**config.mk**
```make
export PLATFORM = sky130hd
export DESIGN_NAME = rlkpm_fifo
export DESIGN_NICKNAME = d
export VERILOG_FILES = /design/src/rtl/core/rlkpm_pkg.sv /design/src/rtl/core/rlkpm_fifo.sv
export SDC_FILE = /design/constraint.sdc
export NUM_CORES = 1
export LEC_CHECK = 0
export ABC_AREA = 1
export BUFFER_PORTS_ARGS = -buffer_cell sky130_fd_sc_hd__clkbuf_2
export CAP_MARGIN = 20
export CORE_UTILIZATION = 47
export DETAILED_ROUTE_END_ITERATION = 12
export GPL_ROUTABILITY_DRIVEN = 0
export GPL_TIMING_DRIVEN = 0
export PLACE_DENSITY = 0.8
export SYNTH_ARGS = -nofsm -noshare
export SYNTH_HDL_FRONTEND = slang
export SYNTH_SLANG_ARGS = --single-unit
export TNS_END_PERCENT = 10
```
**constraint.sdc**
```tcl
create_clock -name clk -period 15 [get_ports clk]
set_input_delay 3 -clock clk [delete_from_list [all_inputs] [get_ports clk]]
set_output_delay 3 -clock clk [all_outputs]
set_load 0.01 [all_outputs]
```
**src/rtl/core/rlkpm_pkg.sv**
```systemverilog
`timescale 1ns / 1ps
package rlkpm_pkg;

	localparam int MEM_BYTES_DEF    = 4096;
	localparam int REGION_BYTES_DEF = 512;
	localparam int REGION_COUNT_DEF = 8;
	localparam int KEY_SLOTS_DEF    = 8;
	localparam int ACCESS_BYTES_DEF = 8;

	localparam int ADDR_W  = 12;
	localparam int SPAN_W  = 13;
	localparam int LANES   = 8;
	localparam int LANE_W  = 3;
	localparam int DATA_W  = 64;
	localparam int KEY_W   = 32;
	localparam int PAIRS   = 4;
	localparam int CFG_IDX_W = 3;

	localparam logic [2:0] CMD_READ        = 3'd0;
	localparam logic [2:0] CMD_WRITE       = 3'd1;
	localparam logic [2:0] CMD_LOCK        = 3'd2;
	localparam logic [2:0] CMD_UNLOCK      = 3'd3;
	localparam logic [2:0] CMD_ERASE       = 3'd4;
	localparam logic [2:0] CMD_READ_MIRROR = 3'd5;
	localparam logic [2:0] CMD_LOCK_MAP    = 3'd6;

	localparam logic [1:0] ST_OK      = 2'd0;
	localparam logic [1:0] ST_INVALID = 2'd1;
	localparam logic [1:0] ST_DENIED  = 2'd2;

	localparam logic [CFG_IDX_W-1:0] REG_KEY_PAIR_A = 3'd0;
	localparam logic [CFG_IDX_W-1:0] REG_KEY_PAIR_B = 3'd1;
	localparam logic [CFG_IDX_W-1:0] REG_KEY_PAIR_C = 3'd2;
	localparam logic [CFG_IDX_W-1:0] REG_KEY_PAIR_D = 3'd3;
	localparam logic [CFG_IDX_W-1:0] REG_KEYS_IN_USE = 3'd4;
	localparam logic [CFG_IDX_W-1:0] REG_MIRROR_ON  = 3'd5;

	typedef enum logic [2:0] {
		OP_NONE,
		OP_READ,
		OP_READ_MIRROR,
		OP_WRITE,
		OP_ERASE
	} op_t;

	typedef enum logic [1:0] {
		BK_CLEAR,
		BK_RUN,
		BK_ERASE
	} bk_state_t;

	typedef struct packed {
		op_t               op;
		logic [1:0]        status;
		logic [ADDR_W-1:0] byte_address;
		logic [2:0]        region_num;
		logic [DATA_W-1:0] write_bytes;
		logic [3:0]        byte_count;
		logic [7:0]        lock_map;
	} op_entry_t;

endpackage

```
**src/rtl/core/rlkpm_fifo.sv**
```systemverilog
`timescale 1ns / 1ps
module rlkpm_fifo (
	input  logic                 clk,
	input  logic                 arst_n,
	input  logic                 push,
	input  rlkpm_pkg::op_entry_t push_entry,
	output logic                 full,
	input  logic                 pop,
	output logic                 head_v,
	output rlkpm_pkg::op_entry_t head
);

	rlkpm_pkg::op_entry_t slot_q [2];
	logic                 wr_ptr_q;
	logic                 rd_ptr_q;
	logic [1:0]           fill_q;

	assign full   = fill_q == 2'd2;
	assign head_v = fill_q != 2'd0;
	assign head   = slot_q[rd_ptr_q];

	always_ff @(posedge clk or negedge arst_n) begin
		if (!arst_n) begin
			wr_ptr_q <= 1'b0;
			rd_ptr_q <= 1'b0;
			fill_q   <= 2'd0;
		end else begin
			if (push)
				wr_ptr_q <= !wr_ptr_q;
			if (pop)
				rd_ptr_q <= !rd_ptr_q;
			if (push && !pop)
				fill_q <= fill_q + 2'd1;
			else if (pop && !push)
				fill_q <= fill_q - 2'd1;
		end
	end

	always_ff @(posedge clk) begin
		if (push)
			slot_q[wr_ptr_q] <= push_entry;
	end

endmodule

```
* Word level (Yosys, flattened, before mapping)
Memory sizes are Yosys's and may differ from the RTL's.
Index checks and enable logic that the tools add are counted.
** Storage, ports and cells
- Flip-flop bits (word level) :: 4
- Latch bits :: 0
- RAM bits :: 192
- Memory bits (read-only) :: 0
- Input port bits :: 100
- Word-level logic and storage cells :: 19
- Memories kept :: 1
** Memories
- slot_q :: words 2, bits a word 96, rd ports 1, clocked after memory_dff 0, write ports 1, line rlkpm_fifo.sv:13 : rlkpm_pkg::op_entry_t slot_q [2];
** Operators by class
- $add $sub $neg :: 2
- Multipliers :: 0
- Div/mod/pow operators :: 0
- $lt $le $gt $ge :: 0
- Eq/ne operators :: 1
- Shifts and indexed selects :: 0
- Mux-type cells :: 4
- Bitwise operators :: 0
- Reductions and logical operators :: 8
** Operators with widths (count)
- $logic_not A1 Y1 :: 4
- $mux W2 :: 2
- $reduce_bool A2 Y1 :: 2
- $add A2 B1 Y2 const B :: 1
- $eq A2 B2 Y1 const B :: 1
- $logic_and A1 B1 Y1 :: 2
- $mux W1 :: 2
- $sub A2 B1 Y2 const B :: 1

* Longest topological paths before layout
Gate-level depths: netlist of run 1.
- Depth after elaboration :: 4
- Mapped depth :: 7

* Worst setup path after synthesis of run 1
Ideal clock, no wire load.
- Path kind :: input-to-reg
- Start :: input port push
- End :: memory slot_q[0][0] (netlist bit) (enable)
- Data arrival time :: 7.059 ns
- Required time :: 14.446 ns
- Slack :: 7.387 ns
- Stages :: 2
- Cells stage by stage :: inv_1 -> nor2_1
** On the way
- Longest elaborated chain between the ends :: 2
** Ends and longest elaborated chain
- start, declared :: line rlkpm_fifo.sv:5 : input logic push,
- $mux W1 :: line rlkpm_fifo.sv:40 : if (push)
- $mux W1 (not written as such) :: line rlkpm_fifo.sv:41 : slot_q[wr_ptr_q] <= push_entry;
- end, declared :: line rlkpm_fifo.sv:13
Every way passes these cells.

==> impl_metrics.csv, run 1 <==
group,metric,value,unit
clock_tree,insertion_delay,0.42,ns
hold_path,min_to,"fill_q[1]$_DFFE_PN0P_",
die,die_h,126,um
logic_synthesis,synth_nets,425,
sta,setup_viol,0,
place,place_hpwl,8.51,mm
clock_tree,cts_sinks,196,
layout,layout_common_cells,"clkbuf_2, edfxtp_1, mux2_2",
grt,overflow,0,
logic_synthesis,ys_types,14,
sta,final-hold-violation-count,0,
sta,fmax,213,MHz
grt,grt_pass1_wl,18.7,mm
hold_path,min_path_cells,2,
die,rows,45,
sta,tightest_slew,0.585,ns
logic_synthesis,synth_area_leader_cell,"edfxtp_1",
setup_path,critPathRequiredTime,12.00,ns
setup_path,critPathArrivalTime,1.70,ns
logic_synthesis,synth-seq-area-share,80.9,%
grt,grt_usage,15.9,%
die,die-area,15900,sq um
clock_tree,clockBufferDepth,2,
clock_tree,htreeDepth,4,
logic_synthesis,syn_avg_cell_area,22.4,sq um
clock_tree,cts_buffers,17,
route,vias,3650,
route,first_iter_violations,163,
logic_synthesis,ys_top_cells_by_area,"edfxtp_1, mux2_2, mux2_4",
setup_path,regToRegEndpoint,"slot_q[1][49]$_DFFE_PP_",
logic_synthesis,synth-seq-cells,196,
die,fp.coreArea,15100,sq um
sta,relSlewSlack,61.0,%
layout,layout-drive-gt1-share,61.0,%
logic_synthesis,synth_warnings,0,
setup_path,start_kind,"register",
layout,antenna_cells,0,
grt,grt_pass1_vias,3691,
logic_synthesis,synth_area,7250,sq um
sta,hold_slack,0.485,ns
setup_path,timing.rr.start,"wr_ptr_q$_DFFE_PN0P_",
run_status,status,"complete, no violations",
sta,clock_skew,0.00550,ns
run,maxCapViolations,0,
route,wl,12.2,mm
clock_tree,cts_tree,"yes",
hold_path,min_path_type,"reg -> reg",
hold_path,min_from,"fill_q[1]$_DFFE_PN0P_",
die,fp.dieW,126,um
layout,area_growth_syn_to_layout,26.4,%
sta,slew_viol_final,0,
sta,period_needed,4.70,ns
setup_path,cp_max_fo,10,
route,drt-vias-per-instance,4.90,
layout,nNetsFinal,645,
clock_tree,cts_root_buffer,"clkbuf_16",
sta,fin_setup_tns,0,ns
place,io_buffers,197,
layout,layout_commonest_cell,"clkbuf_2",
setup_path,rr_worst_depth,3,
die,start_util,47.9,%
sta,rsz0062_at_grt,"false",
clock_tree,clk_pin_slew,0.06,ns
clock_tree,cts_resized,0,
pwr,pwr_density_cell,188,nW/um^2
pwr,p_leak,3.63,nW
route,drc,0,
route,wire_per_inst,16.4,um
grt,antenna_found_initial,0,
clock_tree,cts_setup_buffers,0,
clock_tree,cts-hold-fix-buffers,0,
setup_path,path_class,"reg -> out",
logic_synthesis,yosys.area.top_type_share,79.5,%
sta,finalCritPeriodShare,31.3,%
setup_path,ff2ff_setup_slack,13.31,ns
route,drtPass1Iterations,6,
logic_synthesis,syn-instance-count,324,
route,drtAntennaViolNets,0,
setup_path,worstSetupEndpointType,"output port",
pwr,peakVddDrop,0.0974,mV
grt,grt_max_degree,56,
die,ios,198,
flip-flops by register name (all words and copies together) (netlist names):
register and flops:
slot_q 192, fill_q 2, rd_ptr_q 1, wr_ptr_q 1
cells in the mapped netlist:
master and instances:
buf_6 5, mux2_2 66, buf_2 6, xnor2_1 1
nand2_1 6, edfxtp_1 192, mux2_4 30, nor2_1 2
nand3_1 1, inv_1 7, ha_1 1, xor2_1 2
nand4_1 1, dfrtp_1 4
metrics by stage:
| step | cells | instance area [sq um] | util (%) | setup WS (ns) | total power, mW |
|---|---|---|---|---|---|
| after global placement | 709 | 8470 | 55.9 | 5.38 | 1.28 |
| after floorplan | 324 | 7250 | - | 7.39 | 1.10 |
| after CTS | 745 | 9170 | 60.5 | 10.25 | 1.74 |
| final | 745 | 9170 | 60.5 | 10.30 | 1.72 |
| after global routing | 745 | 9170 | 60.5 | 10.20 | 1.80 |
| after detailed placement | 713 | 8580 | 56.6 | 10.58 | 1.29 |
how the worst max path moves through the flow:
stage                         startpoint  slack [ns]  cells past startpoint                 endpoint
global placement                    push        5.38                      3  slot_q[0][94]$_DFFE_PP_
CTS                 rd_ptr_q$_DFFE_PN0P_       10.25                      5                 head[60]
global route        rd_ptr_q$_DFFE_PN0P_       10.20                      5                 head[66]
floorplan                           push        7.39                      2   slot_q[0][0]$_DFFE_PP_
finish              rd_ptr_q$_DFFE_PN0P_       10.30                      5                 head[60]
detailed placement                  push       10.58                      4  slot_q[1][92]$_DFFE_PP_
cells by family (layout without fill, tap and decap cells):
logic type	count (synthesis)	count (layout)	synth area share (%)
xor+xnor	3	3	0.362
fa+ha+maj	1	1	0.173
buf+inv	18	251	1.55
flops	196	196	80.9
mux	96	96	16.5
simple gates	10	10	0.569
routing by layer:
| metal | track usage (%) | wire length [um] | vias to the layer above |
|---|---|---|---|
| met4 | 6.95 | 212 | 0 |
| met2 | 26.2 | 6110 | 154 |
| met3 | 6.24 | 977 | 16 |
| met1 | 18.4 | 4920 | 1759 |
| met5 | 0 | 0 | - |
| li1 | - | - | 1721 |
critical path: stages (launching register included):
cell and delay [ns]:
dfrtp_1 0.34, buf_6 0.13, buf_6 0.17, buf_6 0.19, mux2_4 0.31, clkbuf_2 0.14
cell type report:
| cell class | instances | area (sq um) |
|---|---|---|
| inverter | 7 | 28.8 |
| sequential | 196 | 5870 |
| timing repair buffer | 201 | 1080 |
| clock inverter | 13 | 156 |
| multi-input combinational | 110 | 1280 |
| clock buffer | 19 | 433 |
| buffer | 11 | 86.3 |
| tap | 188 | 235 |
| fill | 1112 | 5980 |
power by group:
part	internal (mW)	switching (mW)
registers	0.726	0.0253
clock network	0.262	0.186
logic	0.255	0.269
No activity file was read; power rests on OpenSTA's default activity.
==> run 2: changes to the inputs <==
--- a/config.mk
+++ b/config.mk
@@ -5,14 +5,14 @@
 export SDC_FILE = /design/constraint.sdc
 export NUM_CORES = 1
 export LEC_CHECK = 0
-export ABC_AREA = 1
+export ABC_AREA = 0
 export BUFFER_PORTS_ARGS = -buffer_cell sky130_fd_sc_hd__clkbuf_2
 export CAP_MARGIN = 20
 export CORE_UTILIZATION = 47
 export DETAILED_ROUTE_END_ITERATION = 12
 export GPL_ROUTABILITY_DRIVEN = 0
 export GPL_TIMING_DRIVEN = 0
-export PLACE_DENSITY = 0.8
+export PLACE_DENSITY = 0.83
 export SYNTH_ARGS = -nofsm -noshare
 export SYNTH_HDL_FRONTEND = slang
 export SYNTH_SLANG_ARGS = --single-unit
==> constraint.sdc (replaced) <==
create_clock -name clk -period 4 [get_ports clk]
set_input_delay 0.8 -clock clk [delete_from_list [all_inputs] [get_ports clk]]
set_output_delay 0.8 -clock clk [all_outputs]
set_load 0.01 [all_outputs]
==> impl_metrics.csv, run 2 <==
group,metric,value,unit
layout,layout_common_cells,"clkbuf_2, edfxtp_1, mux2_2",
clock_tree,insertion_delay,0.41,ns
logic_synthesis,yosysMostFrequentCell,"edfxtp_1",
run,maxCapViolations,0,
logic_synthesis,synth_top_family_by_area,"multiplexers",
setup_path,cp_max_fo,10,
clock_tree,htreeDepth,4,
logic_synthesis,synth_warnings,0,
layout,register_area,5870,sq um
route,first_iter_violations,166,
pwr,power,6.27,mW
route,drc,0,
sta,slew_viol_final,0,
setup_path,worstSetupEndpoint,"head[75]",
layout,nNetsFinal,636,
logic_synthesis,syn_avg_cell_area,23.0,sq um
die,fp.dieW,126,um
grt,grt_max_degree,51,
pwr,p_comb_share,31.2,%
die,ios,198,
setup_path,rr_worst_depth,2,
logic_synthesis,synth-seq-area-share,81.1,%
pwr,p_clk_share,23.8,%
route,drtPass1Iterations,4,
logic_synthesis,synth-simple-area-share,0.398,%
logic_synthesis,synth_xor_area_share,0.605,%
die,die_h,126,um
setup_path,path_cells,"buf_6 -> buf_6 -> buf_6 -> mux2_4 -> clkbuf_2",
setup_path,critPathRequiredTime,3.20,ns
setup_path,start_kind,"register",
route,wl,12.5,mm
clock_tree,cts_setup_buffers,0,
clock_tree,cts_root_buffer,"clkbuf_16",
route,wire_per_inst,17.1,um
logic_synthesis,synthAdderAreaFrac,0.173,%
die,die-area,15900,sq um
logic_synthesis,synth_mux_area_share,16.5,%
pwr,p_int,4.47,mW
sta,rsz0062_at_grt,"false",
grt,grt_usage,16.2,%
logic_synthesis,synth_nets,416,
clock_tree,cts_buffers,17,
pwr,p_sw_share,28.7,%
pwr,p_leak,3.57,nW
route,vias,3634,
setup_path,critPathArrivalTime,1.73,ns
pwr,peakVddDrop,0.493,mV
die,rows,44,
sta,period_needed,2.53,ns
layout,antenna_cells,0,
clock_tree,cts_tree,"yes",
pwr,pwr_density_cell,691,nW/um^2
sta,fmax,396,MHz
logic_synthesis,netlist_top_cells_count,"edfxtp_1, mux2_2, mux2_4",
setup_path,timing.rr.start,"wr_ptr_q$_DFFE_PN0P_",
logic_synthesis,yosys.area.top_type_share,79.7,%
logic_synthesis,syn-instance-count,315,
logic_synthesis,synth_area_leader_cell,"edfxtp_1",
clock_tree,cts-hold-fix-buffers,0,
setup_path,path_class,"reg -> out",
route,drtAntennaViolNets,0,
grt,grt_pass1_wl,19.2,mm
sta,final-hold-violation-count,0,
place,io_buffers,197,
layout,largest_register,"slot_q",
clock_tree,cts_resized,0,
clock_tree,clk_pin_slew,0.07,ns
logic_synthesis,synth_compound_area_share,0,%
die,fp.coreArea,14800,sq um
grt,antenna_found_initial,0,
run_status,status,"complete, no violations",
sta,clock_skew,0.00540,ns
place,place_hpwl,8.75,mm
logic_synthesis,ys_dominant_reg_cell,"edfxtp_1",
clock_tree,cts_sinks,196,
logic_synthesis,ys_types,14,
layout,fillCellCount,1068,
sta,setup_viol,0,
setup_path,worstSetupEndpointType,"output port",
route,drt-vias-per-instance,4.96,
sta,relSlewSlack,54.5,%
logic_synthesis,async_flop_share,2.04,%
sta,fin_setup_tns,0,ns
layout,multiInputGateArea,1290,sq um
pwr,p_switching,1.80,mW
setup_path,cpMaxStageDelayCell,"dfrtp_1",
die,start_util,49.0,%
setup_path,cp_common_cell,"buf_6",
setup_path,startpoint,"rd_ptr_q$_DFFE_PN0P_",
sta,finalCritPeriodShare,63.1,%
pwr,power_frac_seq,45.0,%
layout,layout_commonest_cell,"clkbuf_2",
logic_synthesis,synth-seq-cells,196,
hold_path,min_path_type,"in -> async",
layout,area_growth_syn_to_layout,25.3,%
sta,tightest_slew,0.682,ns
grt,overflow,0,
layout,largest_reg_flops,192,
logic_synthesis,synth-edff-count,192,
setup_path,regToRegEndpoint,"slot_q[1][88]$_DFFE_PP_",
setup_path,max_stage_delay,0.35,ns
logic_synthesis,ys_top_cells_by_area,"edfxtp_1, mux2_2, mux2_4",
layout,layout-drive-gt1-share,61.7,%
setup_path,ff2ff_setup_slack,2.26,ns
logic_synthesis,synth_area,7230,sq um
grt,grt_pass1_vias,3836,
clock_tree,clockBufferDepth,2,
layout,reg_top3,"slot_q: 192 flops, fill_q: 2 flops",
## run 2: cell types whose count changed in the layout (fill, tap and decap cells not counted), sizes merged
cell    change
nand2       -6
clkbuf      -1
bufinv      -3
xor2        +2
nor2b       +2
nand3       -1
clkinv      +4
or2         +1
nand4       -1
inv         -6
and2        +1
nor2        -1
## run 2: worst min path at each step
stage | slack, ns | to | depth (start not counted)
3_5_place_dp | 0.47 | fill_q[1]$_DFFE_PN0P_ | 1
2_1_floorplan | 0.45 | fill_q[1]$_DFFE_PN0P_ | 1
5_1_grt | 0.16 | fill_q[0]$_DFFE_PN0P_ | 1
4_1_cts | 0.17 | fill_q[0]$_DFFE_PN0P_ | 1
3_3_place_gp | 0.47 | fill_q[1]$_DFFE_PN0P_ | 1
6_report | 0.19 | fill_q[1]$_DFFE_PN0P_ | 1
## run 2: cell families (layout without fill, tap and decap cells)
| logic type | Yosys count | count (layout) |
|---|---|---|
| buffers and inverters | 12 | 245 |
| DFF | 196 | 196 |
| adders and majority gates | 1 | 1 |
| xor gates and xnor gates | 5 | 5 |
| muxes | 96 | 96 |
| and+or+nand+nor | 5 | 5 |
## run 2: final cells by class
class                      count  share of cell area [%]
buffer                        11                   0.952
clock buffer                  18                    4.73
clock inverter                14                   0.980
inverter                       1                  0.0414
multi-input combinational    107                    14.2
sequential                   196                    64.7
tap                          184                    2.54
timing repair buffer         201                    11.8
## run 2: per-stage QoR
step                hold slack (ns)  utilization (%)  worst slack [ns]  cell area, sq um  instances
global route                  0.157             61.4              1.38              9070        732
CTS                           0.168             61.4              1.42              9070        732
global placement              0.466             57.3            -0.983              8450        696
floorplan                     0.447                -             0.257              7240        315
detailed placement            0.470             57.9              1.75              8550        700
finish                        0.185             61.4              1.47              9070        732
## run 2: power groups by stage
| stage | logic [mW] | clock network (mW) | registers, mW |
|---|---|---|---|
| 6_report | 1.96 | 1.49 | 2.82 |
| 3_3_place_gp | 1.89 | 0 | 2.90 |
| 5_1_grt | 2.10 | 1.61 | 2.85 |
| 4_1_cts | 2.00 | 1.52 | 2.83 |
| 2_1_floorplan | 1.26 | 0 | 2.87 |
| 3_5_place_dp | 1.99 | 0 | 2.87 |
## run 2: metal layers
| metal | GRT usage (%) | vias to the layer above | part of all wire (%) |
|---|---|---|---|
| met2 | 28.6 | 138 | 52 |
| li1 | - | 1690 | - |
| met4 | 5.53 | 0 | 1.6 |
| met5 | 0 | - | 0 |
| met3 | 5.95 | 21 | 6.4 |
| met1 | 17.9 | 1785 | 40 |
## run 2: worst max-delay path: cells and delay by family, from the launching register on
kind                   cells  cell delay [ns]
multiplexers               1             0.32
flip-flops                 1             0.35
buffers and inverters      4             0.64
==> run 3: changes to the inputs <==
--- a/config.mk
+++ b/config.mk
@@ -5,7 +5,7 @@
 export SDC_FILE = /design/constraint.sdc
 export NUM_CORES = 1
 export LEC_CHECK = 0
-export ABC_AREA = 0
+export ABC_AREA = 1
 export BUFFER_PORTS_ARGS = -buffer_cell sky130_fd_sc_hd__clkbuf_2
 export CAP_MARGIN = 20
 export CORE_UTILIZATION = 47
==> constraint.sdc (replaced) <==
create_clock -name clk -period 2.3 [get_ports clk]
set_input_delay 0.46 -clock clk [delete_from_list [all_inputs] [get_ports clk]]
set_output_delay 0.46 -clock clk [all_outputs]
set_load 0.01 [all_outputs]
==> impl_metrics.csv, run 3 (same netlist as run 1, synthesis figures left out) <==
group,metric,value,unit
clock_tree,cts_setup_buffers,0,
grt,overflow,0,
pwr,p_leak,3.62,nW
die,ios,198,
grt,grt_busiest_layer,"met2",
layout,area_growth_syn_to_layout,26.7,%
run_status,status,"complete, no violations",
grt,antenna_found_initial,0,
setup_path,worstSetupEndpointType,"output port",
route,drtAntennaViolNets,0,
sta,worst_slack,0.119,ns
clock_tree,cts_root_buffer,"clkbuf_16",
sta,setup_viol,0,
setup_path,timing.rr.start,"wr_ptr_q$_DFFE_PN0P_",
grt,use_met3,5.18,%
setup_path,critPathRequiredTime,1.84,ns
clock_tree,clk_pin_slew,0.07,ns
setup_path,critPathArrivalTime,1.72,ns
layout,largest_register,"slot_q",
route,first_iter_violations,189,
layout,layout_commonest_cell,"clkbuf_2",
sta,finalCritPeriodShare,94.8,%
grt,grt_max_degree,41,
sta,final-hold-violation-count,0,
die,start_util,47.9,%
pwr,p_int,8.01,mW
layout,antenna_cells,0,
die,die_h,126,um
setup_path,path_class,"reg -> out",
sta,relSlewSlack,33.7,%
grt,grt_usage,16.3,%
pwr,pwr_density_cell,1220,nW/um^2
place,placed_cells,713,
hold_path,min_from,"push_entry[79]",
clock_tree,cts_tree,"yes",
pwr,p_switching,3.24,mW
place,place_ws,0.0656,ns
place,dpl_cell_area,8580,sq um
hold_path,min_path_type,"in -> reg",
die,rows,45,
pwr,p_clk_share,26.2,%
pwr,peakVddDrop,0.664,mV
run,maxCapViolations,0,
grt,grt.met1_usage,18.5,%
pwr,p_sw_share,28.8,%
clock_tree,cts_sinks,196,
layout,nNetsFinal,646,
sta,rsz0062_at_grt,"false",
setup_path,startpoint,"rd_ptr_q$_DFFE_PN0P_",
place,place_hpwl,8.81,mm
die,fp.dieW,126,um
route,vias,3736,
sta,period_needed,2.18,ns
die,fp.coreArea,15100,sq um
route,drtPass1Iterations,4,
route,wl,12.6,mm
grt,grt_pass1_wl,19.3,mm
clock_tree,clockBufferDepth,2,
route,wire_per_inst,16.9,um
route,drc,0,
layout,reg_top3,"slot_q: 192 flops, fill_q: 2 flops",
grt,grt_use_met2,27.6,%
setup_path,cp_max_fo,10,
die,die-area,15900,sq um
sta,tightest_slew,0.992,ns
layout,layout_common_cells,"clkbuf_2, edfxtp_1, mux2_2",
grt,grt_pass1_vias,3938,
sta,clock_skew,0.00519,ns
layout,final_cells,746,
place,io_buffers,197,
pwr,power_frac_seq,43.6,%
clock_tree,cts_resized,0,
setup_path,start_kind,"register",
clock_tree,insertion_delay,0.42,ns
pwr,p_comb_share,30.2,%
layout,final_cell_area,9190,sq um
layout,layout-drive-gt1-share,61.6,%
sta,fmax,459,MHz
clock_tree,cts_buffers,17,
sta,slew_viol_final,0,
route,drt-vias-per-instance,5.01,
clock_tree,htreeDepth,4,
layout,largest_reg_flops,192,
run 3: path summary, 6_finish.rpt:
| kind | to | slack (ns) | depth (start not counted) |
|---|---|---|---|
| setup / recovery | head[53] | 0.12 | 5 |
| hold reg to reg | fill_q[1]$_DFFE_PN0P_ | 0.49 | 2 |
| setup reg to reg | slot_q[0][89]$_DFFE_PP_ | 0.42 | 2 |
| min in group asynchronous | fill_q[0]$_DFFE_PN0P_ | 0.39 | 2 |
| max in group asynchronous | fill_q[1]$_DFFE_PN0P_ | 1.78 | 2 |
| hold / removal | slot_q[0][79]$_DFFE_PP_ | 0.22 | 1 |
run 3: critical path, stage by stage, from the launching register on:
cell	delay, ns
dfrtp_1	0.34
buf_6	0.14
buf_6	0.17
buf_6	0.19
mux2_4	0.32
clkbuf_2	0.13
run 3: cell type report:
class / count / area, sq um
Fill cell: 1089 / 5960
Sequential cell: 196 / 5870
Multi-Input combinational cell: 110 / 1290
Timing Repair Buffer: 202 / 1080
Clock buffer: 17 / 425
Tap cell: 188 / 235
Clock inverter: 15 / 170
Buffer: 11 / 86.3
Inverter: 7 / 42.5
run 3: what timing repair did:
action / 4_1_cts / 5_1_grt
endpoints found under the setup margin: 0 / 0
hold buffers: 1 / 0
hold endpoints to repair: 4 / 0
run 3: power groups by stage:
stage          Combinational [mW]  Clock, mW  Sequential, mW
2_1_floorplan                2.21          0            4.96
3_3_place_gp                 3.30          0            5.00
3_5_place_dp                 3.46          0            4.99
4_1_cts                      3.47       3.02            4.91
5_1_grt                      3.65       3.15            4.96
6_report                     3.40       2.95            4.91
run 3: routing by layer:
| layer | wire, um | share of wire (%) |
|---|---|---|
| met1 | 5060 | 40 |
| met4 | 318 | 2.5 |
| met3 | 744 | 5.9 |
| met5 | 0 | 0 |
| met2 | 6490 | 51 |
run 3: per-stage QoR:
stage               setup TNS, ns  util (%)  hold slack (ns)  total power [mW]
floorplan                   -1.01         -            0.164              7.16
global placement          -185.10      56.2            0.268              8.30
detailed placement              0      56.7            0.276              8.45
CTS                             0      60.7            0.196              11.4
global route                    0      60.7            0.198              11.8
finish                          0      60.7            0.220              11.3
