--- src/rtl/core/rlkpm_pkg.sv ---
`timescale 1ns / 1ps
package rlkpm_pkg;

	localparam int MEM_BYTES_DEF    = 4096;
	localparam int REGION_BYTES_DEF = 512;
	localparam int REGION_COUNT_DEF = 8;
	localparam int KEY_SLOTS_DEF    = 8;
	localparam int ACCESS_BYTES_DEF = 8;

	localparam int ADDR_W  = 12;
	localparam int SPAN_W  = 13;
	localparam int LANES   = 8;
	localparam int LANE_W  = 3;
	localparam int DATA_W  = 64;
	localparam int KEY_W   = 32;
	localparam int PAIRS   = 4;
	localparam int CFG_IDX_W = 3;

	localparam logic [2:0] CMD_READ        = 3'd0;
	localparam logic [2:0] CMD_WRITE       = 3'd1;
	localparam logic [2:0] CMD_LOCK        = 3'd2;
	localparam logic [2:0] CMD_UNLOCK      = 3'd3;
	localparam logic [2:0] CMD_ERASE       = 3'd4;
	localparam logic [2:0] CMD_READ_MIRROR = 3'd5;
	localparam logic [2:0] CMD_LOCK_MAP    = 3'd6;

	localparam logic [1:0] ST_OK      = 2'd0;
	localparam logic [1:0] ST_INVALID = 2'd1;
	localparam logic [1:0] ST_DENIED  = 2'd2;

	localparam logic [CFG_IDX_W-1:0] REG_KEY_PAIR_A = 3'd0;
	localparam logic [CFG_IDX_W-1:0] REG_KEY_PAIR_B = 3'd1;
	localparam logic [CFG_IDX_W-1:0] REG_KEY_PAIR_C = 3'd2;
	localparam logic [CFG_IDX_W-1:0] REG_KEY_PAIR_D = 3'd3;
	localparam logic [CFG_IDX_W-1:0] REG_KEYS_IN_USE = 3'd4;
	localparam logic [CFG_IDX_W-1:0] REG_MIRROR_ON  = 3'd5;

	typedef enum logic [2:0] {
		OP_NONE,
		OP_READ,
		OP_READ_MIRROR,
		OP_WRITE,
		OP_ERASE
	} op_t;

	typedef enum logic [1:0] {
		BK_CLEAR,
		BK_RUN,
		BK_ERASE
	} bk_state_t;

	typedef struct packed {
		op_t               op;
		logic [1:0]        status;
		logic [ADDR_W-1:0] byte_address;
		logic [2:0]        region_num;
		logic [DATA_W-1:0] write_bytes;
		logic [3:0]        byte_count;
		logic [7:0]        lock_map;
	} op_entry_t;

endpackage

--- src/rtl/core/rlkpm_if.sv ---
`timescale 1ns / 1ps
interface rlkpm_req_if;
	logic               valid;
	logic               ready;
	logic [2:0]         cmd;
	logic [11:0]        byte_address;
	logic [2:0]         region_num;
	logic [63:0]        write_bytes;
	logic [3:0]         byte_count;
	logic signed [31:0] access_key;
	logic               key_given;

	modport source (output valid, cmd, byte_address, region_num, write_bytes, byte_count,
		access_key, key_given, input ready);
	modport sink (input valid, cmd, byte_address, region_num, write_bytes, byte_count,
		access_key, key_given, output ready);
endinterface


--- src/rtl/core/rlkpm_front.sv ---
`timescale 1ns / 1ps
module rlkpm_front #(
	parameter int MEM_BYTES    = rlkpm_pkg::MEM_BYTES_DEF,
	parameter int REGION_BYTES = rlkpm_pkg::REGION_BYTES_DEF,
	parameter int REGION_COUNT = rlkpm_pkg::REGION_COUNT_DEF,
	parameter int KEY_SLOTS    = rlkpm_pkg::KEY_SLOTS_DEF,
	parameter int ACCESS_BYTES = rlkpm_pkg::ACCESS_BYTES_DEF
) (
	input  logic                  clk,
	input  logic                  arst_n,
	rlkpm_req_if.sink             req,
	input  logic                  clearing,
	input  logic [rlkpm_pkg::PAIRS-1:0][rlkpm_pkg::DATA_W-1:0] key_pairs,
	input  logic [3:0]            keys_in_use,
	input  logic                  q_full,
	output logic                  push,
	output rlkpm_pkg::op_entry_t  entry
);

	localparam int RB_LOG = $clog2(REGION_BYTES);
	localparam int SH     = rlkpm_pkg::SPAN_W + RB_LOG;
	localparam int MW     = SH - RB_LOG + 2;
	localparam int PW     = rlkpm_pkg::SPAN_W + MW;
	localparam longint MUL = (longint'(1) << SH) / REGION_BYTES + 1;
	localparam logic [MW-1:0] MUL_C = MW'(MUL);
	localparam logic [31:0] MEM_W = 32'(MEM_BYTES);

	logic                               s1_v_q;
	logic [2:0]                         cmd_s1;
	logic [rlkpm_pkg::ADDR_W-1:0]       addr_s1;
	logic [2:0]                         region_s1;
	logic [rlkpm_pkg::DATA_W-1:0]       data_s1;
	logic [3:0]                         cnt_s1;
	logic                               key_ok_s1;
	logic [rlkpm_pkg::SPAN_W-1:0]       qa_s1;
	logic [rlkpm_pkg::SPAN_W-1:0]       qb_s1;
	logic [7:0]                         lock_q;

	logic                               accept;
	logic [rlkpm_pkg::SPAN_W-1:0]       span_first;
	logic [rlkpm_pkg::SPAN_W-1:0]       span_last;
	logic [PW-1:0]                      prod_first;
	logic [PW-1:0]                      prod_last;
	logic [3:0]                         keys_eff;
	logic                               key_hit;

	logic [31:0]                        a32;
	logic [31:0]                        end32;
	logic [31:0]                        room;
	logic [3:0]                         cap;
	logic [3:0]                         rd_cnt;
	logic                               reg_ok;
	logic [7:0]                         region_bit;
	logic                               locked;

	assign req.ready = !clearing && (!s1_v_q || !q_full);
	assign accept    = req.valid && req.ready;
	assign push      = s1_v_q && !q_full;

	// region quotient of first and last byte by reciprocal multiply
	assign span_first = rlkpm_pkg::SPAN_W'(req.byte_address);
	assign span_last  = rlkpm_pkg::SPAN_W'(req.byte_address)
		+ rlkpm_pkg::SPAN_W'(req.byte_count) - rlkpm_pkg::SPAN_W'(1);
	assign prod_first = PW'(span_first) * PW'(MUL_C);
	assign prod_last  = PW'(span_last) * PW'(MUL_C);

	assign keys_eff = (keys_in_use > 4'(KEY_SLOTS)) ? 4'(KEY_SLOTS) : keys_in_use;

	always_comb begin
		key_hit = 1'b0;
		for (int k = 0; k < KEY_SLOTS; k++) begin
			if (4'(k) < keys_eff
				&& key_pairs[k >> 1][rlkpm_pkg::KEY_W * (k & 1) +: rlkpm_pkg::KEY_W]
				== rlkpm_pkg::KEY_W'(req.access_key))
				key_hit = 1'b1;
		end
	end

	always_ff @(posedge clk or negedge arst_n) begin
		if (!arst_n) begin
			s1_v_q <= 1'b0;
			lock_q <= 8'd0;
		end else begin
			if (accept)
				s1_v_q <= 1'b1;
			else if (push)
				s1_v_q <= 1'b0;
			if (push)
				lock_q <= entry.lock_map;
		end
	end

	always_ff @(posedge clk) begin
		if (accept) begin
			cmd_s1    <= req.cmd;
			addr_s1   <= req.byte_address;
			region_s1 <= req.region_num;
			data_s1   <= req.write_bytes;
			cnt_s1    <= req.byte_count;
			key_ok_s1 <= req.key_given && key_hit;
			qa_s1     <= rlkpm_pkg::SPAN_W'(prod_first >> SH);
			qb_s1     <= rlkpm_pkg::SPAN_W'(prod_last >> SH);
		end
	end

	assign a32        = 32'(addr_s1);
	assign end32      = a32 + 32'(cnt_s1);
	assign room       = MEM_W - a32;
	assign cap        = (cnt_s1 > 4'(ACCESS_BYTES)) ? 4'(ACCESS_BYTES) : cnt_s1;
	assign rd_cnt     = (room < 32'(cap)) ? 4'(room) : cap;
	assign reg_ok     = 4'(region_s1) < 4'(REGION_COUNT);
	assign region_bit = 8'(1) << region_s1;
	assign locked     = (qa_s1 < rlkpm_pkg::SPAN_W'(REGION_COUNT)) && lock_q[qa_s1[2:0]];

	always_comb begin
		entry              = '0;
		entry.op           = rlkpm_pkg::OP_NONE;
		entry.status       = rlkpm_pkg::ST_OK;
		entry.byte_address = addr_s1;
		entry.region_num   = region_s1;
		entry.write_bytes  = data_s1;
		entry.byte_count   = 4'd0;
		entry.lock_map     = lock_q;
		unique case (cmd_s1)
			rlkpm_pkg::CMD_READ, rlkpm_pkg::CMD_READ_MIRROR: begin
				if (a32 < MEM_W) begin
					entry.op = (cmd_s1 == rlkpm_pkg::CMD_READ) ? rlkpm_pkg::OP_READ
						: rlkpm_pkg::OP_READ_MIRROR;
					entry.byte_count = rd_cnt;
				end
			end
			rlkpm_pkg::CMD_WRITE: begin
				priority if (a32 >= MEM_W) begin
					entry.status = rlkpm_pkg::ST_INVALID;
				end else if (cnt_s1 == 4'd0) begin
					entry.status = rlkpm_pkg::ST_OK;
				end else if (cnt_s1 > 4'(ACCESS_BYTES) || end32 > MEM_W || qa_s1 != qb_s1) begin
					entry.status = rlkpm_pkg::ST_INVALID;
				end else if (locked && !key_ok_s1) begin
					entry.status = rlkpm_pkg::ST_DENIED;
				end else begin
					entry.op         = rlkpm_pkg::OP_WRITE;
					entry.byte_count = cnt_s1;
				end
			end
			rlkpm_pkg::CMD_LOCK: begin
				if (reg_ok)
					entry.lock_map = lock_q | region_bit;
				else
					entry.status = rlkpm_pkg::ST_INVALID;
			end
			rlkpm_pkg::CMD_UNLOCK: begin
				if (reg_ok)
					entry.lock_map = lock_q & ~region_bit;
				else
					entry.status = rlkpm_pkg::ST_INVALID;
			end
			rlkpm_pkg::CMD_ERASE: begin
				if (reg_ok)
					entry.op = rlkpm_pkg::OP_ERASE;
				else
					entry.status = rlkpm_pkg::ST_INVALID;
			end
			rlkpm_pkg::CMD_LOCK_MAP: begin
				entry.status = rlkpm_pkg::ST_OK;
			end
			default: begin
				entry.status = rlkpm_pkg::ST_INVALID;
			end
		endcase
	end

endmodule

--- src/flat_wrapper.sv ---
// flat-port wrapper written by rule: the top's interface ports become plain ports
module rlkpm_front_flat 
#(
	parameter int MEM_BYTES    = rlkpm_pkg::MEM_BYTES_DEF,
	parameter int REGION_BYTES = rlkpm_pkg::REGION_BYTES_DEF,
	parameter int REGION_COUNT = rlkpm_pkg::REGION_COUNT_DEF,
	parameter int KEY_SLOTS    = rlkpm_pkg::KEY_SLOTS_DEF,
	parameter int ACCESS_BYTES = rlkpm_pkg::ACCESS_BYTES_DEF
)
  (clk, arst_n, clearing, key_pairs, keys_in_use, q_full, push, entry, req_valid, req_cmd, req_byte_address, req_region_num, req_write_bytes, req_byte_count, req_access_key, req_key_given, req_ready);
  rlkpm_req_if req_i ();
  input  logic clk;
  input  logic arst_n;
  input  logic clearing;
  input  logic [rlkpm_pkg::PAIRS-1:0][rlkpm_pkg::DATA_W-1:0] key_pairs;
  input  logic [3:0] keys_in_use;
  input  logic q_full;
  output logic push;
  output rlkpm_pkg::op_entry_t entry;
  input wire logic [$bits(req_i.valid)-1:0] req_valid;
  input wire logic [$bits(req_i.cmd)-1:0] req_cmd;
  input wire logic [$bits(req_i.byte_address)-1:0] req_byte_address;
  input wire logic [$bits(req_i.region_num)-1:0] req_region_num;
  input wire logic [$bits(req_i.write_bytes)-1:0] req_write_bytes;
  input wire logic [$bits(req_i.byte_count)-1:0] req_byte_count;
  input wire logic [$bits(req_i.access_key)-1:0] req_access_key;
  input wire logic [$bits(req_i.key_given)-1:0] req_key_given;
  output wire logic [$bits(req_i.ready)-1:0] req_ready;
  assign req_i.valid = req_valid;
  assign req_i.cmd = req_cmd;
  assign req_i.byte_address = req_byte_address;
  assign req_i.region_num = req_region_num;
  assign req_i.write_bytes = req_write_bytes;
  assign req_i.byte_count = req_byte_count;
  assign req_i.access_key = req_access_key;
  assign req_i.key_given = req_key_given;
  assign req_ready = req_i.ready;
  rlkpm_front #(.MEM_BYTES(MEM_BYTES), .REGION_BYTES(REGION_BYTES), .REGION_COUNT(REGION_COUNT), .KEY_SLOTS(KEY_SLOTS), .ACCESS_BYTES(ACCESS_BYTES)) u_core (.clk(clk), .arst_n(arst_n), .req(req_i), .clearing(clearing), .key_pairs(key_pairs), .keys_in_use(keys_in_use), .q_full(q_full), .push(push), .entry(entry));
endmodule
--- config.mk ---
export PLATFORM = sky130hd
export DESIGN_NAME = rlkpm_front_flat
export DESIGN_NICKNAME = d
export VERILOG_FILES = /design/src/rtl/core/rlkpm_pkg.sv /design/src/rtl/core/rlkpm_if.sv /design/src/rtl/core/rlkpm_front.sv /design/src/flat_wrapper.sv
export SDC_FILE = /design/constraint.sdc
export NUM_CORES = 1
export LEC_CHECK = 0
export BUFFER_PORTS_ARGS = -buffer_cell sky130_fd_sc_hd__buf_2
export CAP_MARGIN = 20
export CELL_PAD_IN_SITES_DETAIL_PLACEMENT = 1
export CELL_PAD_IN_SITES_GLOBAL_PLACEMENT = 1
export CORE_AREA = 8 8 180 182
export DETAILED_ROUTE_END_ITERATION = 10
export DIE_AREA = 0 0 188 190
export GPL_ROUTABILITY_DRIVEN = 0
export GPL_TIMING_DRIVEN = 0
export PLACE_DENSITY = 0.75
export SLEW_MARGIN = 20
export SYNTH_ARGS = -nofsm -noshare
export SYNTH_HDL_FRONTEND = slang
export SYNTH_SLANG_ARGS = --single-unit
export TNS_END_PERCENT = 50
--- constraint.sdc ---
create_clock -name clk -period 9.58 [get_ports clk]
set_input_delay 1.916 -clock clk [delete_from_list [all_inputs] [get_ports clk]]
set_output_delay 1.916 -clock clk [all_outputs]
set_load 0.02 [all_outputs]
# [Word-level counts from Yosys, hierarchy flattened]
# Cells that the tools add are included.
[totals] elab_cells=111 out_inout_bits=98 regBits=106
[op_classes] n_eq_ne=15 muxes=34 n_lt_le_gt_ge=16 n_reduce_logical=26 n_shift=1 bitwise_logic=3 mul=2 addsub=4
[ops] operator="$eq 32x32->1" n=8
[ops] operator="$gt 32x13->1 const B" n=1
[ops] operator="$lt 32x4->1" n=1
[ops] operator="$mux 4" n=8
[ops] operator="$mul 13x14->27 const B" n=1
[ops] operator="$add 12x4->13" n=2
[ops] operator="$mul 12x14->26 const B" n=1
[ops] operator="$lt 3x4->1 const A" n=4
[ops] operator="$pmux 8 s2" n=1
[ops] operator="$logic_and 1x1->1" n=14
[ops] operator="$sub 13x12->14 const A" n=1
[ops] operator="$ge 12x13->1 const B" n=1
[ops] operator="$lt 12x13->1 const B" n=1
[ops] operator="$sub 13x1->13 const B" n=1
[ops] operator="$mux 2" n=6
[ops] operator="$mux 3" n=4
[ops] operator="$mux 1" n=11
[ops] operator="$eq 3x3->1 const B" n=3
[ops] operator="$pmux 3 s3" n=1
[ops] operator="$and 8x8->8" n=1
[ops] operator="$gt 4x4->1 const B" n=2
[ops] operator="$lt 1x4->1 const A" n=2
[ops] operator="$lt 2x4->1 const A" n=2
[ops] operator="$not 8->8" n=1
[ops] operator="17 further kinds" n=23

# [Longest topological paths before layout]
# Gate-level depths: netlist (run 1).
[depth] ltp_word=13 depth_mapped=11 depth_no_buf=11

# [Least setup slack after synthesis (run 1)]
# Ideal clock, no wire load.
[synth_timing] path_type="input to register" startpoint="input port clearing" endpoint="register u_core.addr_s1[0] (netlist name), enable pin" setup_slack_ps=4612 arrival_time_ps=4508 required_ps=9120 path_stages=2 n_path_buf=0 cell_sequence="a21oi_1 and2_1"
[synth_between] elab_chain_cells=3
[synth_lines] element="start: declaration" line="flat_wrapper.sv:14" rtl="input logic clearing;"
[synth_lines] element="$logic_not 1->1" line="rlkpm_front.sv:56" rtl="assign req.ready = !clearing && (!s1_v_q || !q_full);"
[synth_lines] element="$logic_and 1x1->1" line="rlkpm_front.sv:56"
[synth_lines] element="$logic_and 1x1->1" line="rlkpm_front.sv:57" rtl="assign accept = req.valid && req.ready;"
[synth_lines] element="named net u_core.accept" line="rlkpm_front.sv:39" rtl="logic accept;"
[synth_lines] element="end signal: assignment" line="rlkpm_front.sv:96" rtl="addr_s1 <= req.byte_address;"
[synth_lines] element="end: declaration" line="rlkpm_front.sv:30" rtl="logic [rlkpm_pkg::ADDR_W-1:0] addr_s1;"
# The timed path passes the listed nets, and every way through them passes these cells.
# A chain may end at the register's enable or synchronous reset.

==> results.md, run 1 <==
* Max Cap Viol at 0
* Congestion Overflow GR at 0
* Crit path buf inv count at 1
* Residual DRC at 0
* Max-slew violations at 0
* Top cells by count, synth: xnor2_1 (201), edfxtp_1 (91), xor2_1 (65), nand4_1 (51), inv_1 (30)
* Critical Path RT at 7.66 ns
* Longest Clk Path Bufs at 2
* Synth warnings at 0
* GRT Util Overall at 0.195
* Num CTS Buffers at 9
* Hold buffer count at cts at 0
* Crit path arrival time at 3.29 ns
* Ys async rst share at 0.0900
* Clock root buffer master: clkbuf_16
* Mapped cell area at 7370 um2
* Initial antenna violation count at 5
* Final hold violation count at 0
* Slew Limit Headroom at 0.390
* CTS resizes at 0
* Critical Path Source Type: register
* First-pass GRT wire length at 52.0 mm
* Primary FF master, synth: edfxtp_1
* Io pins at 482
* NumNets Final at 1,531
* Skew-Pair Late Insertion Delay at 0.35 ns
* Status: finished clean
* Drt pass-1 iters at 5
* Initial Util at 0.251
* Iter 0 DRT Violations at 435
* Post-synth top area cell: edfxtp_1
* Mapped Avg Cell Area at 11.1 um2
* Unrepaired setup endpoints after global routing: no
* Top cell family by delay on the critical path: compound AO/OA/AOI/OAI gates
* Area share of the largest cell type after synthesis at 0.371
* CTS tree: built
* Number of synthesized register bits at 100
* Vias per cell at 4.66
* Worst-path cell chain: ha_1 -> fa_1 -> a21o_1 -> a21o_1 -> or3_1 -> a211oi_2 -> o21ai_2 -> or3_1 -> o31ai_1 -> buf_2
* ANT nets after route at 0
* Fin crit period at 5.20 ns
* Critical path class: register to output pin
* Core area at 29,400 um2
* Critical path's slowest cell: edfxtp_1
* CP max stage delay at 0.48 ns
* Total vias in the final route at 7,088
* Mapped Cells at 664
* Crit. End Element: output pin
* P&R area growth vs syn at 41.3%
* Upper clock frequency limit at 0.192 GHz
* Register area share after synthesis at 0.402
* Final WL at 37.0 mm
* Unique masters post-synth at 49
* DIE HEIGHT at 190 um
* HPWL Detailed at 32.2 mm
* Share of cells above drive strength 1 at 0.458
* Die W at 188 um
* Hold/Removal Path Class: register to register
* Leak Pwr at 4.40 nW
* Rows at 63
* Die Footprint at 35,700 um2
* P per Cell Area at 124 nW/um2
* Count leader, synth: xnor2_1
* TNS Setup at 0 ns
* Vias in the first global route at 7,951
* Period utilization at 0.543
* Largest net degree at the start of global routing at 48
* Post-synth EDFFs at 91
* Postcts setup bufs at 0
* Top cells by area, synth: edfxtp_1 (37%), xnor2_1 (24%), xor2_1 (7.7%), nand4_1 (4.3%), ha_1 (3.6%)
* Number of I/O port buffers at 449
* Final Skew at 0.0143 ns
* Wire length per cell at 24.3 um
* Crit-path max FO at 6
* Post-Syn Nets at 1,070
* Setup violators final at 0
* Final core utilization at 0.354
* Htree depth at 3
* Worst-Margin Slew at 0.906 ns
* Max VDD drop at 0.0883 mV
* CTS clk-pin slew, worst paths at 0.08 ns
* CTS sink cnt at 100
## flip-flops by register name (all words and copies together) (netlist names)
name and cells:
u_core.data_s1 64, u_core.qb_s1 4, u_core.key_ok_s1 1, u_core.lock_q 8, u_core.cnt_s1 4, u_core.qa_s1 1
u_core.addr_s1 11, u_core.cmd_s1 3, u_core.s1_v_q 1, u_core.region_s1 3
## cell usage in the layout, fill, tap and decap left out, types with 3 or more instances in the layout
cell type,n
xor2_1,65
nor2_1,9
dfrtp_1,9
edfxtp_1,91
o31ai_1,4
nand3_1,9
nand4_1,51
nor4_1,22
ha_1,21
or3_1,6
buf_6,13
nor3b_1,7
buf_2,468
o21ai_0,8
mux2_2,6
a21o_1,7
nand2b_1,4
clkbuf_1,5
a22o_1,3
nor3_1,4
nand3b_1,6
xnor2_1,201
nand2_1,16
clkbuf_16,9
a21oi_1,10
o211ai_1,3
mux2i_1,3
inv_1,30
## worst paths after layout
check / from / end / slack (ns) / depth (start not counted)
max: u_core.addr_s1[0] / entry[93] / 4.38 / 10
min: u_core.s1_v_q / u_core.s1_v_q / 0.53 / 1
max reg2reg: u_core.s1_v_q / u_core.data_s1[34] / 7.64 / 3
min reg2reg: u_core.s1_v_q / u_core.s1_v_q / 0.53 / 1
max in group asynchronous: arst_n / u_core.lock_q[0] / 7.96 / 1
min in group asynchronous: arst_n / u_core.s1_v_q / 1.41 / 1
## stage by stage
step           hold slack, ns  instance area (um2)  instances  setup slack [ns]  power, W
2_1_floorplan           0.477                 7370        664              4.61  0.000768
3_3_place_gp            0.489                10100       1503              3.81  0.000934
3_5_place_dp            0.514                10100       1504              4.72  0.000949
4_1_cts                 0.534                10400       1520              4.34   0.00131
5_1_grt                 0.548                10400       1522              4.20   0.00135
6_report                0.525                10400       1522              4.38   0.00129
## report_power, final
part	internal (W)	switching (W)	total [W]
Clock	0.000181	0.000174	0.000356
Combinational	0.000186	0.000220	0.000406
Sequential	0.000512	0.0000189	0.000531
## per-layer routing
| layer | wire [um] | part of all wire | vias to the layer above | track usage |
|---|---|---|---|---|
| met5 | 41 | 0.0011 | - | 0 |
| met4 | 790 | 0.021 | 6 | 0.0509 |
| met3 | 2380 | 0.064 | 42 | 0.0496 |
| met2 | 19500 | 0.53 | 319 | 0.358 |
| met1 | 14300 | 0.39 | 3454 | 0.222 |
| li1 | - | - | 3267 | - |
## worst register-to-register path, stage by stage, from the launching register on
cell and delay (ns):
dfrtp_1 0.40, a21oi_1 0.19, and2_4 0.60, buf_12 0.39
## cell families (layout without fill, tap and decap cells)
group | after synthesis | after routing | synth area share
and+or+nand+nor | 144 | 144 | 0.117
DFF | 100 | 100 | 0.402
other | 0 | 2 | 0
xor gates and xnor gates | 268 | 268 | 0.321
AOI/OAI and AO/OA | 52 | 52 | 0.0513
muxes | 11 | 11 | 0.0194
buffers and inverters | 67 | 533 | 0.0516
adders and majority gates | 22 | 22 | 0.0384
## cell type report
| class | count | area, um2 |
|---|---|---|
| Antenna cell | 2 | 5.00 |
| Buffer | 37 | 268 |
| Clock buffer | 11 | 233 |
| Clock inverter | 5 | 45.0 |
| Fill cell | 3495 | 19000 |
| Inverter | 30 | 113 |
| Multi-Input combinational cell | 497 | 4030 |
| Sequential cell | 100 | 2960 |
| Tap cell | 390 | 488 |
| Timing Repair Buffer | 450 | 2270 |
(Power assumes the default switching activity.)
==> run 2, diff against run 1 <==
CORE_AREA = 8 8 183 185   (was 8 8 180 182)
DIE_AREA = 0 0 191 193   (was 0 0 188 190)
PLACE_DENSITY = 0.73   (was 0.75)
clock period = 5 ns   (was 9.58 ns; I/O delays follow)
==> run 2 against run 1 <==
Sequential power up 92%. Combinational power rose by 92%. First-iteration DRC count down 52%. Global-route usage fell by 1.2 points. Power up 95%. Sequential share of layout area fell by 0.14 points. Clock power increased by 100%. Core utilization down 1.5 points. Non-clock buffer count unchanged. Largest power group unchanged. Setup slack worse by 3.7 ns. Worst hold slack got worse by 0.025 ns. Critical path depth stayed put.
==> results.md, run 2 (synthesis results as in run 1) <==
* Io pins at 482
* Critical path class: register to output pin
* HPWL Detailed at 31.3 mm
* Period utilization at 0.872
* Reg2reg path depth at 6
* Commonest non-fill, non-tap cells in the layout: buf_2 (468), xnor2_1 (201), edfxtp_1 (91), xor2_1 (65), nand4_1 (51)
* Core area at 30,800 um2
* Critical Path Source Type: register
* Slew Limit Headroom at 0.492
* Hold buffer count at cts at 0
* Met1 Use GR at 0.181
* Rows at 65
* DIE HEIGHT at 193 um
* Hold/Removal Path Class: input pin to asynchronous set/reset pin
* Placed cell areas at 10,100 um2
* Critical Path RT at 4.00 ns
* CTS resizes at 0
* Most common cell after layout, fill and taps aside: buf_2
* ANT nets after route at 0
* Worst-Margin Slew at 0.755 ns
* Max-slew violations at 0
* Final cell count without fillers at 1,533
* Setup slack after placement at 0.989 ns
* Final WL at 35.9 mm
* Status: finished clean
* CTS tree: built
* P&R area growth vs syn at 42.0%
* Die Footprint at 36,900 um2
* TNS Setup at 0 ns
* Final Skew at 0.0108 ns
* Upper clock frequency limit at 0.229 GHz
* Total vias in the final route at 7,025
* P per Cell Area at 241 nW/um2
* Initial Util at 0.239
* Iter 0 DRT Violations at 208
* Share of cells above drive strength 1 at 0.459
* CTS clk-pin slew, worst paths at 0.07 ns
* Fin area at 10,500 um2
* CP max stage delay at 0.50 ns
* Largest net degree at the start of global routing at 58
* Hold WS at 0.501 ns
* Fin crit period at 4.36 ns
* Postcts setup bufs at 0
* Crit-path max FO at 6
* Most flop-heavy register: u_core.data_s1
* Biggest registers after layout: u_core.data_s1 (64), u_core.addr_s1 (11), u_core.lock_q (8)
* Final hold violation count at 0
* Residual DRC at 0
* Critical path's slowest cell: edfxtp_1
* Leak Pwr at 4.42 nW
* NumNets Final at 1,531
* Unrepaired setup endpoints after global routing: no
* Vias in the first global route at 7,906
* Die W at 191 um
* Drt pass-1 iters at 4
* Worst r2r dst: u_core.lock_q[0]
* Max Cap Viol at 0
* Grt met2 use at 0.353
* Crit path arrival time at 3.36 ns
* Skew-Pair Late Insertion Delay at 0.34 ns
* Initial antenna violation count at 3
* Longest Clk Path Bufs at 2
* Setup violators final at 0
* Max VDD drop at 0.165 mV
* Final WS setup at 0.640 ns
* Flop-to-flop setup slack at 2.92 ns
* Clock root buffer master: clkbuf_16
* Vias per cell at 4.58
* Fill count at 3,667
* Htree depth at 3
* Crit. End Element: output pin
* CTS sink cnt at 100
* Max reg flops at 64
* Number of I/O port buffers at 449
* Wire length per cell at 23.4 um
* First-pass GRT wire length at 49.6 mm
* Grt peak-use layer: met2
* Placed Cells at 1,516
* Worst-path cell chain: ha_1 -> fa_1 -> a21o_1 -> a21o_1 -> or3_1 -> a211oi_2 -> o21ai_2 -> or3_1 -> o31ai_1 -> buf_2
* Congestion Overflow GR at 0
* Reg-to-reg startpoint: u_core.cmd_s1[2]
* Met3 Use GR at 0.0464
* Num CTS Buffers at 9
* GRT Util Overall at 0.183
==> run 2: final cells by class <==
cell class | instances | area [um2] | area share
clock buffer | 9 | 225 | 0.0215
inverter | 30 | 113 | 0.0108
buffer | 37 | 268 | 0.0256
clock inverter | 7 | 82.6 | 0.00790
multi-input combinational | 497 | 4030 | 0.385
sequential | 100 | 2960 | 0.283
timing repair buffer | 450 | 2270 | 0.218
antenna | 1 | 2.50 | 0.000239
tap | 402 | 503 | 0.0481
==> run 2: critical path, delay by kind of cell, from the launching register on <==
family	cells	cell delay [ns]
AOI/OAI and AO/OA	5	0.86
adders and majority gates	2	0.73
and+or+nand+nor	2	0.72
DFF	1	0.50
buffers and inverters	1	0.20
==> run 2: how the worst max path moves through the flow <==
stage	startpoint	to	slack, ns
global placement	q_full	u_core.data_s1[11]	0.17
floorplan	clearing	u_core.addr_s1[0]	0.95
global route	u_core.addr_s1[0]	entry[8]	0.45
CTS	u_core.addr_s1[0]	entry[93]	0.60
finish	u_core.addr_s1[0]	entry[93]	0.64
detailed placement	u_core.addr_s1[0]	entry[93]	0.99
==> run 2: metrics by stage <==
stage / total power, W / utilization
after floorplan: 0.00147 / -
after global placement: 0.00179 / 0.328
after detailed placement: 0.00182 / 0.329
after CTS: 0.00255 / 0.339
after global routing: 0.00264 / 0.339
final: 0.00252 / 0.339
==> run 2: report_power, final <==
part           leakage, nW  switching [W]  internal (W)
combinational         3.31       0.000423      0.000357
sequential           0.966      0.0000357      0.000981
clock                0.151       0.000324      0.000397
total                 4.42       0.000782       0.00174
==> run 2: layer usage <==
metal,vias to the layer above,share of wire
met5,-,0.00045
met4,2,0.042
met3,61,0.077
met2,354,0.54
met1,3341,0.34
li1,3267,-
==> run 3, diff against run 2 <==
MAX_ROUTING_LAYER = met4   (was not set)
==> run 3 against run 2 <==
Design area about the same. Sequential power about the same. Clock skew down 0.0025 ns. Critical path depth unchanged. Largest power group unchanged. Setup slack unchanged. Register-to-register slack about the same. Global-route usage up 0.52 points. Final cell count up 0.20%. Wire length about the same. Core utilization about the same.
==> results.md, run 3 (synthesis results as in run 1) <==
* Status: finished clean
* Fill count at 3,664
* Num CTS Buffers at 9
* Final Skew at 0.00833 ns
* Total vias in the final route at 7,039
* Critical Path Source Type: register
* Final WL at 35.9 mm
* Max-slew violations at 0
* Residual DRC at 0
* Setup violators final at 0
* Htree depth at 3
* Leak Pwr at 4.42 nW
* Final hold violation count at 0
* Vias per cell at 4.58
* P per Cell Area at 240 nW/um2
* Max VDD drop at 0.162 mV
* Crit path arrival time at 3.36 ns
* Biggest registers after layout: u_core.data_s1 (64), u_core.addr_s1 (11), u_core.lock_q (8)
* Reg-to-reg startpoint: u_core.cmd_s1[2]
* GRT Util Overall at 0.188
* Skew-Pair Late Insertion Delay at 0.34 ns
* Hold/Removal Path Class: input pin to asynchronous set/reset pin
* Crit-path max FO at 6
* Period utilization at 0.872
* Overall power at 0.00251 W
* Max reg flops at 64
* HPWL Detailed at 31.3 mm
* Longest Clk Path Bufs at 2
* Unrepaired setup endpoints after global routing: no
* Congestion Overflow GR at 0
* Slew Limit Headroom at 0.462
* Most flop-heavy register: u_core.data_s1
* Die Footprint at 36,900 um2
* Postcts setup bufs at 0
* First-pass GRT wire length at 49.4 mm
* Most common cell after layout, fill and taps aside: buf_2
* Initial Util at 0.239
* Iter 0 DRT Violations at 198
* CTS tree: built
* NumNets Final at 1,531
* Core area at 30,800 um2
* Crit. End Element: output pin
* Worst-Margin Slew at 0.800 ns
* Die W at 191 um
* Fin crit period at 4.36 ns
* Wire length per cell at 23.4 um
* Upper clock frequency limit at 0.229 GHz
* CTS sink cnt at 100
* Drt pass-1 iters at 4
* Share of cells above drive strength 1 at 0.459
* Commonest non-fill, non-tap cells in the layout: buf_2 (468), xnor2_1 (201), edfxtp_1 (91), xor2_1 (65), nand4_1 (51)
* CTS clk-pin slew, worst paths at 0.07 ns
* Critical Path RT at 4.00 ns
* Initial antenna violation count at 3
* Clock root buffer master: clkbuf_16
* Hold buffer count at cts at 0
* Io pins at 482
* Largest net degree at the start of global routing at 58
* Rows at 65
* Number of I/O port buffers at 449
* Reg2reg path depth at 6
* DIE HEIGHT at 193 um
* Max Cap Viol at 0
* CTS resizes at 0
* CP startpoint: u_core.addr_s1[0]
* ANT nets after route at 0
* TNS Setup at 0 ns
* Vias in the first global route at 7,945
* Critical path class: register to output pin
* P&R area growth vs syn at 42.1%
==> run 3: changes by cell type in the layout (fill, tap and decap cells not counted), sizes merged <==
cell / before / now
diode: 1 / 4
==> run 3: through the flow <==
| stage | hold WS, ns | utilization | cells | worst slack, ns | area [um2] |
|---|---|---|---|---|---|
| 4_1_cts | 0.486 | 0.339 | 1532 | 0.601 | 10500 |
| 5_1_grt | 0.497 | 0.339 | 1534 | 0.453 | 10500 |
| 6_report | 0.502 | 0.339 | 1536 | 0.640 | 10500 |
| 2_1_floorplan | 0.477 | - | 664 | 0.948 | 7370 |
| 3_3_place_gp | 0.488 | 0.328 | 1515 | 0.173 | 10100 |
| 3_5_place_dp | 0.502 | 0.329 | 1516 | 0.989 | 10100 |
==> run 3: path summary, 6_finish.rpt <==
| kind | end | slack, ns |
|---|---|---|
| worst min-delay path | u_core.lock_q[3] | 0.50 |
| worst max register to register | u_core.lock_q[0] | 2.91 |
| worst min register to register | u_core.s1_v_q | 0.52 |
| max in group asynchronous | u_core.s1_v_q | 4.31 |
| min in group clk | u_core.s1_v_q | 0.52 |
| worst max-delay path | entry[93] | 0.64 |
==> run 3: worst max-delay path, stage by stage (launching register included) <==
cell and delay (ns):
edfxtp_1 0.50, ha_1 0.28, fa_1 0.45, a21o_1 0.20, a21o_1 0.20, or3_1 0.33, a211oi_2 0.25, o21ai_2 0.12
or3_1 0.39, o31ai_1 0.08, buf_2 0.20
==> run 3: power by group <==
part           leakage [nW]  total, W  internal, W  switching (W)
logic                  3.31  0.000780     0.000357       0.000423
registers             0.966   0.00102     0.000981      0.0000356
clock network         0.152  0.000716     0.000397       0.000319
==> run 3: cell type report <==
type,instances,area (um2),share of cell area
inverter,30,113,0.0108
timing repair buffer,450,2270,0.217
clock buffer,9,225,0.0215
buffer,37,268,0.0256
multi-input combinational,497,4030,0.385
tap,402,503,0.0481
antenna,4,10.0,0.000957
sequential,100,2960,0.283
clock inverter,7,82.6,0.00789
==> run 3: routing by layer <==
metal	global-route usage	vias to the layer above	routed length [um]
met4	0.0791	0	1450
met3	0.0397	64	2670
li1	-	3264	-
met5	-	-	0
met1	0.184	3352	12300
met2	0.356	359	19400
